### config.mk
export PLATFORM = sky130hd
export DESIGN_NAME = lfsr_noise_channel_core
export DESIGN_NICKNAME = d
export VERILOG_FILES = /design/src/rtl/lnc_pkg.sv /design/src/rtl/lnc_csr.sv /design/src/rtl/lnc_engine.sv /design/src/rtl/lnc_out_buf.sv /design/src/rtl/lfsr_noise_channel_core.sv
export SDC_FILE = /design/constraint.sdc
export NUM_CORES = 1
export LEC_CHECK = 0
export BUFFER_PORTS_ARGS = -buffer_cell sky130_fd_sc_hd__buf_2
export CORE_UTILIZATION = 55
export CTS_CLUSTER_DIAMETER = 60
export DETAILED_ROUTE_END_ITERATION = 12
export PLACE_DENSITY = 0.73
export SKIP_LAST_GASP = 1
export SYNTH_ARGS = -nofsm -noshare
export SYNTH_HDL_FRONTEND = slang
export SYNTH_HIERARCHICAL = 1
export SYNTH_SLANG_ARGS = --single-unit
### constraint.sdc
create_clock -name clock -period 7 [get_ports clock]
set_input_delay 1.4 -clock clock [delete_from_list [all_inputs] [get_ports clock]]
set_output_delay 1.4 -clock clock [all_outputs]
set_load 0.01 [all_outputs]
### src/rtl/lnc_pkg.sv
// Shared types, event codes, register indexes and constants for the noise channel.
package lnc_pkg;

   // Field widths
   localparam int FUNC_W     = 3;
   localparam int LENGTH_W   = 7;
   localparam int LEVEL_W    = 4;
   localparam int PERIOD_W   = 20;
   localparam int LFSR_W     = 15;
   localparam int CSR_IDX_W  = 3;
   localparam int CSR_DATA_W = 8;

   // Default full length of the length counter
   localparam int LNC_LENGTH_FULL = 64;

   // Event codes carried by an item
   localparam logic [FUNC_W-1:0] FUNC_TICK     = 3'd0;
   localparam logic [FUNC_W-1:0] FUNC_LEN_CLK  = 3'd1;
   localparam logic [FUNC_W-1:0] FUNC_ENV_CLK  = 3'd2;
   localparam logic [FUNC_W-1:0] FUNC_TRIGGER  = 3'd3;
   localparam logic [FUNC_W-1:0] FUNC_LEN_LOAD = 3'd4;

   // Configuration register indexes
   localparam logic [CSR_IDX_W-1:0] REG_DIVIDER_CODE = 3'd0;
   localparam logic [CSR_IDX_W-1:0] REG_SHIFT_AMOUNT = 3'd1;
   localparam logic [CSR_IDX_W-1:0] REG_SHORT_WIDTH  = 3'd2;
   localparam logic [CSR_IDX_W-1:0] REG_ENV_PACE     = 3'd3;
   localparam logic [CSR_IDX_W-1:0] REG_ENV_UP       = 3'd4;
   localparam logic [CSR_IDX_W-1:0] REG_START_VOLUME = 3'd5;
   localparam logic [CSR_IDX_W-1:0] REG_LENGTH_ON    = 3'd6;
   localparam logic [CSR_IDX_W-1:0] REG_DAC_ON       = 3'd7;

   // LFSR and volume constants
   localparam logic [LFSR_W-1:0]  LFSR_ALL_ONES = 15'h7FFF;
   localparam logic [3:0]         FREEZE_SHIFT  = 4'd14;
   localparam logic [LEVEL_W-1:0] MAX_VOLUME    = 4'd15;
   localparam int                 SHORT_TAP     = 6;

   // Configuration register file contents
   typedef struct packed {
      logic [2:0]         divider_code;
      logic [3:0]         shift_amount;
      logic               short_width;
      logic [2:0]         env_pace;
      logic               env_up;
      logic [LEVEL_W-1:0] start_volume;
      logic               length_on;
      logic               dac_on;
   } lnc_cfg_type;

   // One result item
   typedef struct packed {
      logic [LEVEL_W-1:0] level;
      logic               active;
   } lnc_rsp_type;

endpackage

### src/rtl/lnc_csr.sv
// Configuration register file of the noise channel.
module lnc_csr (
   input  logic                            clock,
   input  logic                            reset,
   input  logic                            csr_valid,
   input  logic [lnc_pkg::CSR_IDX_W-1:0]   csr_index,
   input  logic [lnc_pkg::CSR_DATA_W-1:0]  csr_wdata,
   output lnc_pkg::lnc_cfg_type            cfg
);
   import lnc_pkg::*;

   lnc_cfg_type cfg_ff;
   lnc_cfg_type cfg_in;

   // Decode the written register and keep the rest.
   always_comb begin
      cfg_in = cfg_ff;
      if (csr_valid) begin
         unique case (csr_index)
            REG_DIVIDER_CODE: cfg_in.divider_code = csr_wdata[2:0];
            REG_SHIFT_AMOUNT: cfg_in.shift_amount = csr_wdata[3:0];
            REG_SHORT_WIDTH:  cfg_in.short_width  = csr_wdata[0];
            REG_ENV_PACE:     cfg_in.env_pace     = csr_wdata[2:0];
            REG_ENV_UP:       cfg_in.env_up       = csr_wdata[0];
            REG_START_VOLUME: cfg_in.start_volume = csr_wdata[3:0];
            REG_LENGTH_ON:    cfg_in.length_on    = csr_wdata[0];
            REG_DAC_ON:       cfg_in.dac_on       = csr_wdata[0];
            default:          cfg_in = cfg_ff;
         endcase
      end
   end

   always_ff @(posedge clock) begin
      if (reset) begin
         cfg_ff <= '0;
      end else begin
         cfg_ff <= cfg_in;
      end
   end

   assign cfg = cfg_ff;

endmodule

### src/rtl/lnc_engine.sv
// Channel state and the single-pass next-state logic for one event item.
module lnc_engine #(
   parameter int LENGTH_FULL = lnc_pkg::LNC_LENGTH_FULL
) (
   input  logic                           clock,
   input  logic                           reset,
   input  logic                           accept,
   input  logic [lnc_pkg::FUNC_W-1:0]     func,
   input  logic [lnc_pkg::LENGTH_W-1:0]   length_value,
   input  lnc_pkg::lnc_cfg_type           cfg,
   output lnc_pkg::lnc_rsp_type           rsp
);
   import lnc_pkg::*;

   localparam logic [LENGTH_W-1:0] LEN_FULL = LENGTH_W'(LENGTH_FULL);

   logic [LFSR_W-1:0]   shift_reg_ff, shift_reg_in;
   logic [PERIOD_W-1:0] period_left_ff, period_left_in;
   logic [LENGTH_W-1:0] length_left_ff, length_left_in;
   logic [2:0]          env_count_ff, env_count_in;
   logic [LEVEL_W-1:0]  volume_now_ff, volume_now_in;
   logic                enabled_ff, enabled_in;
   logic [LEVEL_W-1:0]  out_level_ff, out_level_in;

   logic [6:0]          divisor;
   logic [PERIOD_W+1:0] shifted;
   logic [PERIOD_W-1:0] reload;

   // Timer reload value: divisor shifted left, then divided by four.
   always_comb begin
      divisor = (cfg.divider_code == 3'd0) ? 7'd8 : {cfg.divider_code, 4'b0000};
      shifted = (PERIOD_W+2)'(divisor) << cfg.shift_amount;
      reload  = shifted[PERIOD_W+1:2];
   end

   // Next state for the item at the input.
   always_comb begin
      logic [PERIOD_W-1:0] period_dec;
      logic                fb;
      logic [LFSR_W-1:0]   lfsr_next;

      shift_reg_in   = shift_reg_ff;
      period_left_in = period_left_ff;
      length_left_in = length_left_ff;
      env_count_in   = env_count_ff;
      volume_now_in  = volume_now_ff;
      enabled_in     = enabled_ff;
      out_level_in   = out_level_ff;
      period_dec     = (period_left_ff != '0) ? period_left_ff - 1'b1 : period_left_ff;
      fb             = shift_reg_ff[0] ^ shift_reg_ff[1];
      lfsr_next      = {fb, shift_reg_ff[LFSR_W-1:1]};
      if (cfg.short_width) begin
         lfsr_next[SHORT_TAP] = fb;
      end

      unique case (func)
         FUNC_TICK: begin
            out_level_in = '0;
            if (enabled_ff && cfg.dac_on && (cfg.shift_amount < FREEZE_SHIFT)) begin
               if (period_dec == '0) begin
                  period_left_in = reload;
                  shift_reg_in   = lfsr_next;
               end else begin
                  period_left_in = period_dec;
               end
               if (!shift_reg_in[0]) begin
                  out_level_in = volume_now_ff;
               end
            end
         end
         FUNC_LEN_CLK: begin
            if (cfg.length_on && (length_left_ff != '0)) begin
               length_left_in = length_left_ff - 1'b1;
               if (length_left_ff == LENGTH_W'(1)) begin
                  enabled_in = 1'b0;
               end
            end
         end
         FUNC_ENV_CLK: begin
            if (cfg.env_pace != 3'd0) begin
               if (env_count_ff > 3'd1) begin
                  env_count_in = env_count_ff - 1'b1;
               end else begin
                  env_count_in = cfg.env_pace;
                  if (cfg.env_up && (volume_now_ff != MAX_VOLUME)) begin
                     volume_now_in = volume_now_ff + 1'b1;
                  end else if (!cfg.env_up && (volume_now_ff != '0)) begin
                     volume_now_in = volume_now_ff - 1'b1;
                  end
               end
            end
         end
         FUNC_TRIGGER: begin
            enabled_in     = cfg.dac_on;
            length_left_in = (length_left_ff == '0) ? LEN_FULL : length_left_ff;
            shift_reg_in   = LFSR_ALL_ONES;
            env_count_in   = cfg.env_pace;
            volume_now_in  = cfg.start_volume;
            period_left_in = reload;
         end
         FUNC_LEN_LOAD: begin
            length_left_in = (length_value > LEN_FULL) ? LEN_FULL : length_value;
         end
         default: begin
            out_level_in = out_level_ff;
         end
      endcase
   end

   // State moves only when an item is accepted.
   always_ff @(posedge clock) begin
      if (reset) begin
         shift_reg_ff   <= LFSR_ALL_ONES;
         period_left_ff <= '0;
         length_left_ff <= '0;
         env_count_ff   <= '0;
         volume_now_ff  <= '0;
         enabled_ff     <= 1'b0;
         out_level_ff   <= '0;
      end else if (accept) begin
         shift_reg_ff   <= shift_reg_in;
         period_left_ff <= period_left_in;
         length_left_ff <= length_left_in;
         env_count_ff   <= env_count_in;
         volume_now_ff  <= volume_now_in;
         enabled_ff     <= enabled_in;
         out_level_ff   <= out_level_in;
      end
   end

   // The result reflects the state after the item.
   assign rsp.level  = out_level_in;
   assign rsp.active = enabled_in;

`ifndef SYNTHESIS
   // A trigger with the converter off leaves the channel disabled.
   a_trig_dac_off: assert property (@(posedge clock) disable iff (reset)
      accept && (func == FUNC_TRIGGER) && !cfg.dac_on |=> !enabled_ff)
      else $error("trigger with converter off enabled the channel");

   // A tick with the converter off forces the held level to zero.
   a_tick_dac_off: assert property (@(posedge clock) disable iff (reset)
      accept && (func == FUNC_TICK) && !cfg.dac_on |=> (out_level_ff == '0))
      else $error("tick with converter off left a nonzero level");

   // The length counter never exceeds its full value.
   a_len_bound: assert property (@(posedge clock) disable iff (reset)
      length_left_ff <= LEN_FULL)
      else $error("length counter above full value");
`endif

endmodule

### src/rtl/lnc_out_buf.sv
// Two-entry result buffer: output register plus a skid register.
module lnc_out_buf (
   input  logic                  clock,
   input  logic                  reset,
   input  logic                  push,
   input  lnc_pkg::lnc_rsp_type  push_data,
   output logic                  full,
   output logic                  out_valid,
   input  logic                  out_stall,
   output lnc_pkg::lnc_rsp_type  out_data
);
   import lnc_pkg::*;

   logic        out_valid_ff, out_valid_in;
   logic        skid_valid_ff, skid_valid_in;
   lnc_rsp_type out_data_ff, out_data_in;
   lnc_rsp_type skid_data_ff, skid_data_in;
   logic        pop;

   assign pop = out_valid_ff && !out_stall;

   // Refill the output from the skid stage first, else from the new item.
   always_comb begin
      out_valid_in  = out_valid_ff;
      out_data_in   = out_data_ff;
      skid_valid_in = skid_valid_ff;
      skid_data_in  = skid_data_ff;
      if (!out_valid_ff || pop) begin
         out_valid_in  = skid_valid_ff || push;
         out_data_in   = skid_valid_ff ? skid_data_ff : push_data;
         skid_valid_in = 1'b0;
      end else if (push) begin
         skid_valid_in = 1'b1;
         skid_data_in  = push_data;
      end
   end

   always_ff @(posedge clock) begin
      if (reset) begin
         out_valid_ff  <= 1'b0;
         skid_valid_ff <= 1'b0;
      end else begin
         out_valid_ff  <= out_valid_in;
         skid_valid_ff <= skid_valid_in;
      end
      out_data_ff  <= out_data_in;
      skid_data_ff <= skid_data_in;
   end

   assign full      = skid_valid_ff;
   assign out_valid = out_valid_ff;
   assign out_data  = out_data_ff;

`ifndef SYNTHESIS
   // The skid entry is only ever used behind a valid output entry.
   a_skid_behind_out: assert property (@(posedge clock) disable iff (reset)
      skid_valid_ff |-> out_valid_ff)
      else $error("skid entry valid with empty output register");

   // After a push the output entry is always valid on the next cycle.
   a_push_visible: assert property (@(posedge clock) disable iff (reset)
      push |=> out_valid_ff)
      else $error("pushed item did not reach the output");

   // No push is taken while both entries are occupied.
   a_no_overflow: assert property (@(posedge clock) disable iff (reset)
      skid_valid_ff |-> !push)
      else $error("push into a full result buffer");
`endif

endmodule

### src/rtl/lfsr_noise_channel_core.sv
// Top level of the LFSR noise channel: ports, configuration, engine and result buffer.
//
// Usage:
//   Each item on the req_ channel is one event (tick, length clock, envelope
//   clock, trigger or length load) with a length value used by the load.
//   Every accepted item produces exactly one result item on the rsp_ channel,
//   carrying the held output level and the channel enable flag after the event.
//   Configuration registers are written on the csr_ channel, which is always
//   ready; write them only while no items are in flight.
// Latency and throughput:
//   The engine updates its state in the cycle an item is accepted; the result is
//   valid in the next cycle unless the output register holds a stalled result.
//   This sets the rate: one item per cycle is accepted when the receiver keeps up.
// Stalls:
//   A two-entry result buffer sits at the output. When rsp_stall is held the
//   buffer fills and req_stall rises after one more item; req_stall is driven
//   from a register only.
// Reset:
//   Synchronous, active high. Channel and configuration registers clear to zero,
//   the LFSR to all ones, and the result buffer empties.
module lfsr_noise_channel_core #(
   parameter int LENGTH_FULL = lnc_pkg::LNC_LENGTH_FULL
) (
   input  logic                            clock,
   input  logic                            reset,
   // Event items
   input  logic                            req_valid,
   output logic                            req_stall,
   input  logic [lnc_pkg::FUNC_W-1:0]      req_func,
   input  logic [lnc_pkg::LENGTH_W-1:0]    req_length_value,
   // Result items
   output logic                            rsp_valid,
   input  logic                            rsp_stall,
   output logic [lnc_pkg::LEVEL_W-1:0]     rsp_level,
   output logic                            rsp_active,
   // Configuration writes
   input  logic                            csr_valid,
   output logic                            csr_ready,
   input  logic [lnc_pkg::CSR_IDX_W-1:0]   csr_index,
   input  logic [lnc_pkg::CSR_DATA_W-1:0]  csr_wdata
);
   import lnc_pkg::*;

   lnc_cfg_type cfg;
   lnc_rsp_type eng_rsp;
   lnc_rsp_type buf_rsp;
   logic        accept;
   logic        buf_full;

   assign csr_ready = 1'b1;
   assign req_stall = buf_full;
   assign accept    = req_valid && !buf_full;

   // Configuration registers
   lnc_csr u_csr (
      .clock     (clock),
      .reset     (reset),
      .csr_valid (csr_valid && csr_ready),
      .csr_index (csr_index),
      .csr_wdata (csr_wdata),
      .cfg       (cfg)
   );

   // Channel state and event processing
   lnc_engine #(
      .LENGTH_FULL (LENGTH_FULL)
   ) u_engine (
      .clock        (clock),
      .reset        (reset),
      .accept       (accept),
      .func         (req_func),
      .length_value (req_length_value),
      .cfg          (cfg),
      .rsp          (eng_rsp)
   );

   // Result buffer
   lnc_out_buf u_out_buf (
      .clock     (clock),
      .reset     (reset),
      .push      (accept),
      .push_data (eng_rsp),
      .full      (buf_full),
      .out_valid (rsp_valid),
      .out_stall (rsp_stall),
      .out_data  (buf_rsp)
   );

   assign rsp_level  = buf_rsp.level;
   assign rsp_active = buf_rsp.active;

endmodule

== After elaboration in Yosys (flattened, before gate mapping) ==
Index checks and enable logic that the tools add are counted.

* $lt $le $gt $ge: 3
* $add $sub $neg: 5
* Bitwise logic cells: 2
* Equal/unequal tests: 20
* Mux-type cells: 30
* Shift-type cells: 1
* Reduce and logical (&&, ||, !) cells: 40

{| class="wikitable"
|+ Operator list
! cell !! number
|-
| $mux W15 || 4
|-
| $mux W20 || 3
|-
| $pmux W20 S2 || 1
|-
| $pmux W15 S2 || 1
|-
| $mux W4 || 7
|-
| $mux W7 || 4
|-
| $shl A7 B4 Y22 || 1
|-
| $pmux W7 S3 || 1
|-
| $logic_not A20 Y1 || 1
|-
| $reduce_bool A20 Y1 || 1
|-
| $sub A20 B1 Y20 const B || 1
|-
| $reduce_and A2 Y1 || 9
|-
| $eq A3 B3 Y1 const B || 5
|-
| $eq A3 B2 Y1 const B || 4
|-
| $ne A2 B1 Y1 const B || 5
|-
| $logic_not A3 Y1 || 3
|-
| $pmux W4 S2 || 1
|-
| $reduce_and A4 Y1 || 2
|-
| $eq A7 B1 Y1 const B || 1
|-
| $gt A7 B7 Y1 const B || 1
|-
| $logic_and A1 B1 Y1 || 7
|-
| $logic_not A7 Y1 || 1
|-
| $reduce_bool A7 Y1 || 1
|-
| $sub A7 B1 Y7 const B || 1
|-
| 24 further kinds || 35
|}

* Output and inout port bits: 8
* Bits of input ports: 26
* Bits in registers: 84
* Word-level logic and storage cells: 123

== Logic depth before layout (Yosys ltp) ==
* Depth after elaboration: 10
* Depth in mapped cells: 12
* Gate-level depth less buffers: 11

== Modules after synthesis ==
The synthesis kept the hierarchy.

{| class="wikitable"
|+ Modules (own cells, without submodules)
! module !! cells each !! times used !! sequential area each (um2) !! area each (um2)
|-
| lnc_engine || 509 || 1 || 1,081.0 || 3,852.4
|-
| lnc_csr || 74 || 1 || 360.3 || 810.8
|-
| lnc_out_buf || 23 || 1 || 340.3 || 450.4
|-
| lfsr_noise_channel_core || 3 || 1 || 0.0 || 25.0
|}

== Worst setup path after synthesis ==
OpenSTA, ideal clock, no wires.

* Path kind: register to register
* Start: reg u_engine.period_left_ff[6]
* End: reg u_out_buf.out_data_ff (netlist bit u_out_buf/out_data[1]) (data pin)
* Path buffers: 1
* Period minus slack after synthesis: 3.143 ns
* Arrival time: 2.882 ns
* Setup time: 0.260 ns
* Setup slack: 3.857 ns
* Cell stages (with the launch flop): 11
* Data required time: 6.740 ns
* Path through: dfxtp_1 -> buf_2 -> nor4_4 -> nand3_2 -> or4_4 -> a21oi_2 -> o2111ai_4 -> nor2_2 -> mux2_2 -> a22o_1 -> mux2_4

{| class="wikitable"
|+ RTL lines
! what !! line !! text
|-
| start: declaration || lnc_engine.sv:18 || <nowiki>logic [PERIOD_W-1:0] period_left_ff, period_left_in;</nowiki>
|-
| start signal: assignment || lnc_engine.sv:122 || <nowiki>period_left_ff <= period_left_in;</nowiki>
|-
| end signal: assignment || lnc_out_buf.sv:46 || <nowiki>out_data_ff <= out_data_in;</nowiki>
|-
| end: declaration || lnc_out_buf.sv:16 || <nowiki>lnc_rsp_type out_data_ff, out_data_in;</nowiki>
|}

== Worst setup path in the final report ==
* Start: reg u_engine.period_left_ff[2]
* End: reg u_engine.shift_reg_ff[14]

* Longest elaborated chain between the ends: 5
* Elaborated cells between the ends (all ways): 6
* Those cells by class: add/sub (1); eq/ne (1); mux (1); reduce/logical (3)

{| class="wikitable"
|+ Ends and longest elaborated chain
! what !! line !! text
|-
| $sub A20 B1 Y20 / $reduce_bool A20 Y1 (equally long branches) || lnc_engine.sv:49 || <nowiki>period_dec = (period_left_ff != '0) ? period_left_ff - 1'b1 : period_left_ff;</nowiki>
|-
| $mux W20 * || lnc_engine.sv:49 ||
|-
| $logic_not A20 Y1 * || lnc_engine.sv:60 || <nowiki>if (period_dec == '0) begin</nowiki>
|-
| $ne A2 B1 Y1 (no source line) * || n/a ||
|-
| $reduce_and A4 Y1 (no source line) * || n/a ||
|-
| end signal: assignment || lnc_engine.sv:121 || <nowiki>shift_reg_ff <= shift_reg_in;</nowiki>
|-
| end: declaration || lnc_engine.sv:17 || <nowiki>logic [LFSR_W-1:0] shift_reg_ff, shift_reg_in;</nowiki>
|}

Every way passes the cells marked *; elsewhere a longest branch is shown, timed or not.
A chain may end at the register's enable or synchronous reset.

==> impl_metrics.json <==
{
  "cts.clk_slew.worst_paths_ps": 90,
  "cts_tree": "built",
  "grt_pass1_wl_um": 21200,
  "layout-drive-gt1-share": 0.128,
  "routed_wl_um": 12300,
  "die-area_um2": 9730,
  "crit_chain": "nor4_4 > nand3b_1 > or4b_1 > a21oi_2 > o2111ai_4 > o21ai_4 > and2_1 > a41oi_1",
  "ys_seq_elements": 84,
  "gp_congestion": 0.909,
  "synthTopCellsByArea": "dfxtp_1 (29%), mux2i_1 (6.8%), edfxtp_1 (5.8%), nor2_1 (3.9%), nand2_1 (3.7%)",
  "ys_warn_count": 6,
  "outcome": "finished, final reports clean",
  "hp-class": "register to register",
  "cp_max_fo": 32,
  "start_util": 0.578,
  "viasPerCell": 6.43,
  "cap_violations": 0,
  "crit_path_max_incr_delay_ps": 780,
  "min_to": "u_engine/out_level_ff[0]",
  "synth_cell_types": 79,
  "critPathRequiredTime_ps": 7220,
  "grt_use_total": 0.269,
  "finalNetCount": 640,
  "tns_ps": 0,
  "ys_seq_area_frac": 0.347,
  "dpl.hpwl_um": 8220,
  "fin_skew_ps": 13.9,
  "rows": 34,
  "nFillCells": 784,
  "die_w_um": 98.7,
  "final_cell_mix": "dfxtp_1 (74), nor2_1 (53), nand2_1 (50)",
  "grt_setup_unrepaired": "no",
  "root_buffer": "clkbuf_8",
  "initialDrtViolationCount": 356,
  "p_leak_uw": 0.00206,
  "cpMaxStageDelayCell": "o21ai_4",
  "cts_buffers": 9,
  "path_delay_family": "simple AND/OR/NAND/NOR gates",
  "power_frac_seq": 0.429,
  "grt_max_degree": 75,
  "synth_top_area_cell": "dfxtp_1",
  "io_pins": 34,
  "r2r_cells": 8,
  "min_period_ps": 4320,
  "dr_wl_met2_um": 5560,
  "synth_fp_nets": 643,
  "h-tree-depth": 3,
  "hold_path_depth": 2,
  "layout_commonest_cell": "dfxtp_1",
  "drt_first_pass_iters": 5,
  "p_comb_frac": 0.288,
  "postCtsSetupRepairBufs": 0,
  "grt_overflow": 0,
  "r2r-end": "u_engine/shift_reg_ff[14]",
  "clockBufferDepth": 2,
  "r2r_start": "u_engine/period_left_ff[2]",
  "maxSlewViolCount": 0,
  "drc": 0,
  "p_sw_uw": 431,
  "power_frac_clock": 0.284,
  "peakVddDrop_v": 0.000156,
  "cts.repair.resized": 0,
  "cts.sinks": 84,
  "core_area_um2": 8890,
  "postCtsHoldBufs": 0,
  "ant_nets": 0,
  "grt_pass1_vias": 4381,
  "critPathArrivalTime_ps": 4540,
  "synth_edf_count": 10,
  "post-place-ws_ps": 2780,
  "finalCritPeriodShare": 0.617,
  "wirelength_met1_um": 5950,
  "synthFlopType": "dfxtp_1",
  "cp-end-kind": "register",
  "area_growth_pct": 5.24,
  "rrSetupSlack_ps": 2680,
  "criticalPathCategory": "register to register",
  "p_int_uw": 775,
  "p_sw_frac": 0.358,
  "p_per_area_nw_per_um2": 223,
  "worst_slew_pin_slew_ps": 1030,
  "cp_num_buf_inv": 0,
  "fmax_mhz": 232,
  "syn_inst": 609,
  "antenna_found_initial": 0,
  "hold_viol_final": 0,
  "syn_area_um2": 5140,
  "hold_start": "u_engine/out_level_ff[0]",
  "port_buffers": 28,
  "synth_top_area_frac": 0.288,
  "layout_setup_ws_ps": 2680,
  "routedWlPerCell_um": 17.2,
  "via_count": 4622,
  "avgSynthCellArea_um2": 8.44,
  "timing.critical_path.from": "u_engine/period_left_ff[2]",
  "antenna_cells": 0,
  "met3_length_um": 678,
  "relSlewSlack": 0.314,
  "final-setup-viol-count": 0,
  "crit_path_start_kind": "register",
  "insertion_delay_ps": 370,
  "die_height_um": 98.7,
  "highest_layer": "met4",
  "async_flop_share": 0
}
[worst register-to-register path, cell delays in order (launching register included)]
cell and delay (ps):
dfxtp_1 410, nor4_4 690, nand3b_1 360, or4b_1 600
a21oi_2 210, o2111ai_4 230, o21ai_4 790, and2_1 700
a41oi_1 200
[metal layers]
metal / track usage / vias up
met5: 0 / -
met4: 0.0827 / 0
met3: 0.0596 / 13
met2: 0.417 / 147
met1: 0.374 / 2218
li1: - / 2244
[per-stage QoR]
stage          area (um2)  hold WS [ps]  utilization  cells  power, uW
6_report             5410           481        0.608    719       1210
3_3_place_gp         5220           458        0.587    703        858
2_1_floorplan        5140           445            -    609        799
3_5_place_dp         5220           466        0.587    703        864
4_1_cts              5410           479        0.608    719       1210
5_1_grt              5410           498        0.608    719       1270
[area by class of cell]
class                      count  area (um2)  area share
multi-input combinational    461        3070       0.567
sequential                    84        1780       0.329
timing repair buffer          31         163      0.0301
clock buffer                  10         138      0.0255
tap                          108         135      0.0250
inverter                      19        71.3      0.0132
clock inverter                 6        53.8     0.00995
[registers in the layout, indices dropped and copies added, names as in the netlist]
signal / cells
u_out_buf/full: 1
u_csr/cfg: 18
u_out_buf/out_data: 5
u_engine/period_left_ff: 20
u_engine/shift_reg_ff: 15
u_engine/volume_now_ff: 4
u_out_buf/out_valid: 1
u_engine/length_left_ff: 7
u_engine/out_level_ff: 4
u_engine/env_count_ff: 3
u_out_buf/skid_data_ff: 5
u_engine/enabled_ff: 1
[cells by family after synthesis]
family / synth area share
compound gates: 0.217
xor+xnor: 0.0119
fa+ha+maj: 0.0209
buf+inv: 0.0567
flops: 0.347
mux: 0.0937
other cells: 0.000730
simple gates: 0.252
[synthesized netlist by cell type (6+ instances only)]
master     n
dfxtp_1   74
nor2_1    53
nand2_1   50
a21oi_1   36
mux2i_1   35
clkbuf_1  32
o21ai_0   32
nand2b_1  26
nor3_1    23
nand3_1   19
inv_1     18
a31oi_1   16
a211oi_1  15
edfxtp_1  10
and3_1     7
ha_1       7
nand4_1    7
nor2b_1    7
o31ai_1    7
nor4_1     6
[worst max path at each step]
| stage | slack, ps | cells after the start | to |
|---|---|---|---|
| 4_1_cts | 2760 | 8 | u_engine/shift_reg_ff[14] |
| 6_report | 2680 | 8 | u_engine/shift_reg_ff[14] |
| 5_1_grt | 2440 | 8 | u_engine/shift_reg_ff[8] |
| 3_3_place_gp | 2820 | 8 | u_engine/shift_reg_ff[14] |
| 2_1_floorplan | 3860 | 10 | u_out_buf/out_data[1] |
| 3_5_place_dp | 2780 | 8 | u_engine/shift_reg_ff[14] |
[power by group through the flow]
| stage | sequential, uW | combinational (uW) | clock (uW) |
|---|---|---|---|
| after floorplan | 522 | 277 | 0 |
| after global placement | 527 | 331 | 0 |
| after detailed placement | 528 | 336 | 0 |
| after CTS | 517 | 339 | 352 |
| after global routing | 520 | 376 | 373 |
| final | 517 | 347 | 342 |
(Power assumes the default switching activity.)
